$ cat src/sv/wvm_pkg.sv
`default_nettype none
package wvm_pkg;

  // Operation codes of an input beat.
  localparam logic [1:0] OpSample = 2'd0;
  localparam logic [1:0] OpWave   = 2'd1;
  localparam logic [1:0] OpRatio  = 2'd2;
  localparam logic [1:0] OpVoice  = 2'd3;

  // Configuration register indexes.
  localparam logic [1:0] RegWaveA  = 2'd0;
  localparam logic [1:0] RegWaveB  = 2'd1;
  localparam logic [1:0] RegBlendA = 2'd2;
  localparam logic [1:0] RegBlendB = 2'd3;

  localparam int TableLen  = 256;
  localparam int NumTables = 4;
  localparam int NoteCount = 128;
  localparam int VoiceIdxW = 4;

  typedef struct packed {
    logic [1:0]  operation;
    logic [1:0]  table_id;
    logic [7:0]  entry_index;
    logic [15:0] entry_value;
    logic [6:0]  ratio_note;
    logic [15:0] rate_num;
    logic [15:0] rate_den;
    logic [3:0]  voice_index;
    logic [6:0]  voice_note;
    logic [7:0]  voice_gain;
    logic        voice_on;
  } item_t;

  typedef struct packed {
    logic [1:0] wave_a;
    logic [1:0] wave_b;
    logic [8:0] blend_a;
    logic [8:0] blend_b;
  } cfg_t;

  typedef struct packed {
    logic                 accept;
    logic                 acc_clear;
    logic                 ratio_rd;
    logic                 mul;
    logic                 div_start;
    logic                 avg_mul;
    logic                 avg_add;
    logic                 wave_rd;
    logic                 blend;
    logic                 gain;
    logic                 acc;
    logic                 out_load;
    logic [VoiceIdxW-1:0] voice;
  } cmd_t;

  typedef struct packed {
    logic div_busy;
    logic out_free;
  } status_t;

  typedef enum logic [3:0] {
    S_IDLE,
    S_SLOT,
    S_MUL,
    S_DIVGO,
    S_DIV,
    S_WAVE,
    S_BLEND,
    S_GAIN,
    S_ACC,
    S_FINGO,
    S_FIN,
    S_OUT
  } state_t;

endpackage
`default_nettype wire

$ cat src/sv/wvm_ctrl.sv
`default_nettype none
module wvm_ctrl #(
  parameter int VOICES = 10
) (
  input  wire logic             clk,
  input  wire logic             rst,
  input  wire logic             in_valid,
  input  wire logic [1:0]       in_operation,
  output logic                  in_ready,
  input  wire wvm_pkg::status_t status,
  output wvm_pkg::cmd_t         cmd
);
  import wvm_pkg::*;

  localparam logic [VoiceIdxW-1:0] LastVoice = VoiceIdxW'(VOICES - 1);

  state_t               state, state_next;
  logic [VoiceIdxW-1:0] voice, voice_next;

  always_ff @(posedge clk) begin
    if (rst) begin
      state <= S_IDLE;
      voice <= '0;
    end else begin
      state <= state_next;
      voice <= voice_next;
    end
  end

  // Sequencer: per voice fetch ratio, multiply, divide, read tables, blend, gain, sum.
  always_comb begin
    state_next = state;
    voice_next = voice;
    cmd        = '0;
    cmd.voice  = voice;
    in_ready   = 1'b0;
    unique case (state)
      S_IDLE: begin
        in_ready   = 1'b1;
        cmd.accept = in_valid;
        if (in_valid && in_operation == OpSample) begin
          cmd.acc_clear = 1'b1;
          voice_next    = '0;
          state_next    = S_SLOT;
        end
      end
      S_SLOT: begin
        cmd.ratio_rd = 1'b1;
        state_next   = S_MUL;
      end
      S_MUL: begin
        cmd.mul    = 1'b1;
        state_next = S_DIVGO;
      end
      S_DIVGO: begin
        cmd.div_start = 1'b1;
        state_next    = S_DIV;
      end
      S_DIV: begin
        if (!status.div_busy) begin
          state_next = S_WAVE;
        end
      end
      S_WAVE: begin
        cmd.wave_rd = 1'b1;
        state_next  = S_BLEND;
      end
      S_BLEND: begin
        cmd.blend  = 1'b1;
        state_next = S_GAIN;
      end
      S_GAIN: begin
        cmd.gain   = 1'b1;
        state_next = S_ACC;
      end
      S_ACC: begin
        cmd.acc = 1'b1;
        if (voice == LastVoice) begin
          state_next = S_FINGO;
        end else begin
          voice_next = voice + 1'b1;
          state_next = S_SLOT;
        end
      end
      // Voice average: reciprocal partial products, then their sum.
      S_FINGO: begin
        cmd.avg_mul = 1'b1;
        state_next  = S_FIN;
      end
      S_FIN: begin
        cmd.avg_add = 1'b1;
        state_next  = S_OUT;
      end
      S_OUT: begin
        if (status.out_free) begin
          cmd.out_load = 1'b1;
          state_next   = S_IDLE;
        end
      end
      default: state_next = S_IDLE;
    endcase
  end

`ifndef NO_ASSERTIONS
  a_load_free: assert property (@(posedge clk) disable iff (rst)
    cmd.out_load |-> status.out_free)
    else $error("result loaded over a waiting beat");
  a_start_idle: assert property (@(posedge clk) disable iff (rst)
    cmd.div_start |-> !status.div_busy)
    else $error("divider started while busy");
  a_div_wave: assert property (@(posedge clk) disable iff (rst)
    (state == S_DIV && !status.div_busy) |=> state == S_WAVE)
    else $error("voice step skipped the table read");
  a_voice_range: assert property (@(posedge clk) disable iff (rst)
    state != S_IDLE |-> voice <= LastVoice)
    else $error("voice counter out of range");
`endif

endmodule
`default_nettype wire

$ cat config.mk
export PLATFORM = sky130hd
export DESIGN_NAME = wvm_ctrl
export DESIGN_NICKNAME = d
export VERILOG_FILES = /design/src/sv/wvm_pkg.sv /design/src/sv/wvm_ctrl.sv
export SDC_FILE = /design/constraint.sdc
export NUM_CORES = 1
export LEC_CHECK = 0
export CORE_MARGIN = 1
export CORE_UTILIZATION = 40
export CTS_CLUSTER_SIZE = 24
export DETAILED_ROUTE_END_ITERATION = 10
export DONT_BUFFER_PORTS = 1
export PLACE_DENSITY_LB_ADDON = 0.08
export SETUP_SLACK_MARGIN = 0.15
export SLEW_MARGIN = 20
export SYNTH_ARGS = -nofsm -noshare
export SYNTH_HDL_FRONTEND = slang
export SYNTH_SLANG_ARGS = --single-unit
$ cat constraint.sdc
create_clock -name clk -period 1.6 [get_ports clk]
set_input_delay 0.48 -clock clk [delete_from_list [all_inputs] [get_ports clk]]
set_output_delay 0.48 -clock clk [all_outputs]
set_load 0.1 [all_outputs]
==> out/metrics.csv <==
stage;metric;value;unit
status;run status;complete, but fails checks;
status;failing checks;negative setup slack;
routing;final WL;2170;um
clocking;Hold Buf Count CTS;0;
critical_path;Max FO, Critical Path;4;
critical_path;worst path required time;1.12;ns
sta;final worst path period share;119;%
final_layout;layout cells sized above 1;68.9;%
final_layout;post-layout util;93.8;%
min_path;class of the worst hold path;input pin to flip-flop;
sta;Hold WS;0.271;ns
floorplanning;die height;39.2;um
sta;final worst setup slack;-0.302;ns
clocking;root buf cell;clkbuf_4;
floorplanning;die area;0.00154;mm2
grt;largest net degree at the start of global routing;9;
sta;Hold Vio Cnt, Final;0;
critical_path;CP endpoint kind;output port;
clocking;Bufs on Longest Clock Path;2;
pwr;clock power share;23.5;%
pwr;Internal;408;uW
critical_path;critical path arrival;1.42;ns
critical_path;r2r startpoint;state[3];
floorplanning;# rows;13;
placed_design;Placer Congestion;0.784;
synth;yosys warns;0;
clocking;clk_lat worst skew;0.27;ns
critical_path;Reg2Reg Depth;6;
routing;number of remaining DRC errors;0;
sta;fmax;526;MHz
run;max_cap viols;0;
critical_path;crit-path cells;buf_12 -> nor4b_4 -> buf_4 -> buf_12;
critical_path;CP max-delay cell;dfxtp_4;
final_layout;area grow syn2layout;120;%
synth;Post-Syn Area per Cell;8.27;um2
min_path;hold depth;1;
sta;minimum clock period;1.90;ns
floorplanning;Die Width;39.2;um
sta;RSZ-0062 raised after global routing;true;
routing;drt first-iter violations;18;
final_layout;Final Non-Filler Cells;121;
synth;Mapped Area;554;um2
sta;worst slew pin tran;0.407;ns
floorplanning;Starting Density;42.6;%
placed_design;post-place setup slack;-0.0650;ns
synth;Syn Inst Count;67;
floorplanning;I/O pin count;24;
routing;post-DR wirelength/cell;17.9;um
sta;Slew Viols, Final;0;
pwr;Power Total;689;uW
pwr;switching power;281;uW
grt;total track usage;25.8;%
clocking;H-tree Lvls;1;
pwr;maximum vdd ir drop;0.487;mV
pwr;total power per unit cell area;565;mW/mm2
clocking;TritonCTS Buffers;3;
critical_path;Reg-to-Reg End;voice[1];
placed_design;HPWL after DPL;1220;um
critical_path;Worst Path Buf+Inv;3;
routing;Final ANT Viol Nets;0;
final_layout;Ant. Diodes;0;
sta;endpoints failing setup;15;
sta;Rel. slew slack;72.5;%
sta;clock skew;0.00869;ns
grt;global-route wire length before repair;2600;um
clocking;CTS Sinks;8;
critical_path;Crit path top cell by count;buf_12;
clocking;clk slew on worst S/H paths;0.05;ns
final_layout;Net count, final;117;
routing;vias per cell;5.77;
synth;Mapped Nets;76;
synth;sequential-to-total area share from yosys stat;28.9;%
pwr;Seq pwr share;31.9;%
placed_design;Post-DP Area;0.00103;mm2
clocking;CTS tree;done;
critical_path;CP Launch Type;flip-flop;
placed_design;port bufs;0;
floorplanning;CORE AREA;0.00130;mm2
synth;Yosys cell types;30;
grt;vias in the first global route;606;
critical_path;critical path class;flip-flop to output port;
routing;drt first pass iters;4;
pwr;Sw Share;40.8;%
critical_path;r2r setup slk;-0.07;ns
grt;antenna violations before repair;0;
grt;GRT Residual Overflow;0;
critical_path;critical path's largest stage delay;0.37;ns
pwr;Pleak;0.483;nW
synth;Synth Register Bits;8;
sta;Setup TNS;-2.52;ns
placed_design;placed insts;110;
pwr;Comb power frac;44.6;%
final_layout;final instance area;0.00122;mm2
min_path;hold endpoint;voice[1];
routing;via count;698;
min_path;hold_sp;rst;
critical_path;Top Family by Delay on Critical Path;buffers and inverters;
flip-flops by register name (all words and copies together), names as in the netlist:
name,cells
state,4
voice,4
power groups by stage:
stage | registers [mW] | clock network [mW] | logic (mW)
CTS | 0.220 | 0.164 | 0.288
finish | 0.220 | 0.162 | 0.307
global placement | 0.226 | 0 | 0.239
floorplan | 0.230 | 0 | 0.179
global route | 0.220 | 0.171 | 0.317
detailed placement | 0.226 | 0 | 0.242
cells in the final DEF, fill, tap and decap left out, types with 2 or more instances in the layout:
cell type,Yosys,final
a21oi_2,1,2
inv_1,5,4
nand3_1,2,2
dfxtp_4,0,4
buf_6,2,9
dfxtp_2,0,3
ha_1,2,2
nor3_4,0,6
nand2_1,6,3
a21oi_1,3,2
nor2_1,6,4
nor2_4,0,2
clkbuf_4,0,3
or3_1,2,2
buf_4,0,18
buf_12,0,13
and2_4,0,2
logic make-up (layout without fill, tap and decap cells):
family	after synthesis	count (layout)	share of synthesized area, %
AO/OA/AOI/OAI	12	12	16.3
XOR/XNOR	2	2	3.16
flip-flops	8	8	28.9
buffers and inverters	9	48	8.80
adder cells (fa/ha/maj)	2	2	4.51
AND/OR/NAND/NOR	34	34	38.4
metal layers:
metal  global-route usage [%]  wire length, um
met4                     3.45               19
met2                     45.8             1190
met5                        0                0
met3                     9.25              112
met1                     29.9              845
cell type report:
type                       instances  area, um2
tap                               15       18.8
fill                              41       81.3
sequential                         8        179
clock buffer                       3       22.5
multi-input combinational         50        482
timing repair buffer              40        497
inverter                           5       21.3
Yosys cell counts:
library cell  instances  share of area (%)
a2111oi_0             1                1.6
or3_1                 2                2.3
nor3_1                7                6.3
o21ai_0               2                1.8
nor2b_1               1                1.1
nor2_1                6                4.1
buf_6                 2                4.1
clkbuf_1              2                1.4
inv_1                 5                3.4
nand2b_1              1                1.1
a21oi_2               1                1.6
o41ai_1               1                1.6
ha_1                  2                4.5
nor3b_1               2                2.7
xor2_1                1                1.6
nor4b_4               1                4.3
a22oi_2               1                2.3
or3b_1                1                1.6
nand3_1               2                1.8
o32a_1                1                1.8
or2_2                 1                1.1
a21oi_1               3                2.7
nand3b_1              1                1.4
xnor2_1               1                1.6
nor4_4                1                3.8
dfxtp_1               8                 29
o21a_1                1                1.4
a41oi_1               1                1.6
nand2_1               6                4.1
and2_2                2                2.7
worst max path at each step:
stage,start,endpoint,slack [ns],depth (start not counted)
final,state[2],cmd[5],-0.30,4
after global routing,state[2],cmd[5],-0.32,4
after CTS,state[2],cmd[5],-0.25,4
after detailed placement,state[2],voice[1],-0.07,6
after global placement,state[2],cmd[14],-0.06,3
after floorplan,state[2],cmd[14],-0.95,3
what timing repair did:
action                     4_1_cts  5_1_grt
gates resized for setup         23        7
pin swaps                       12        9
gates cloned                     0        0
setup endpoints to repair       17       18
buffers inserted                 5        3
(Power assumes the default switching activity.)
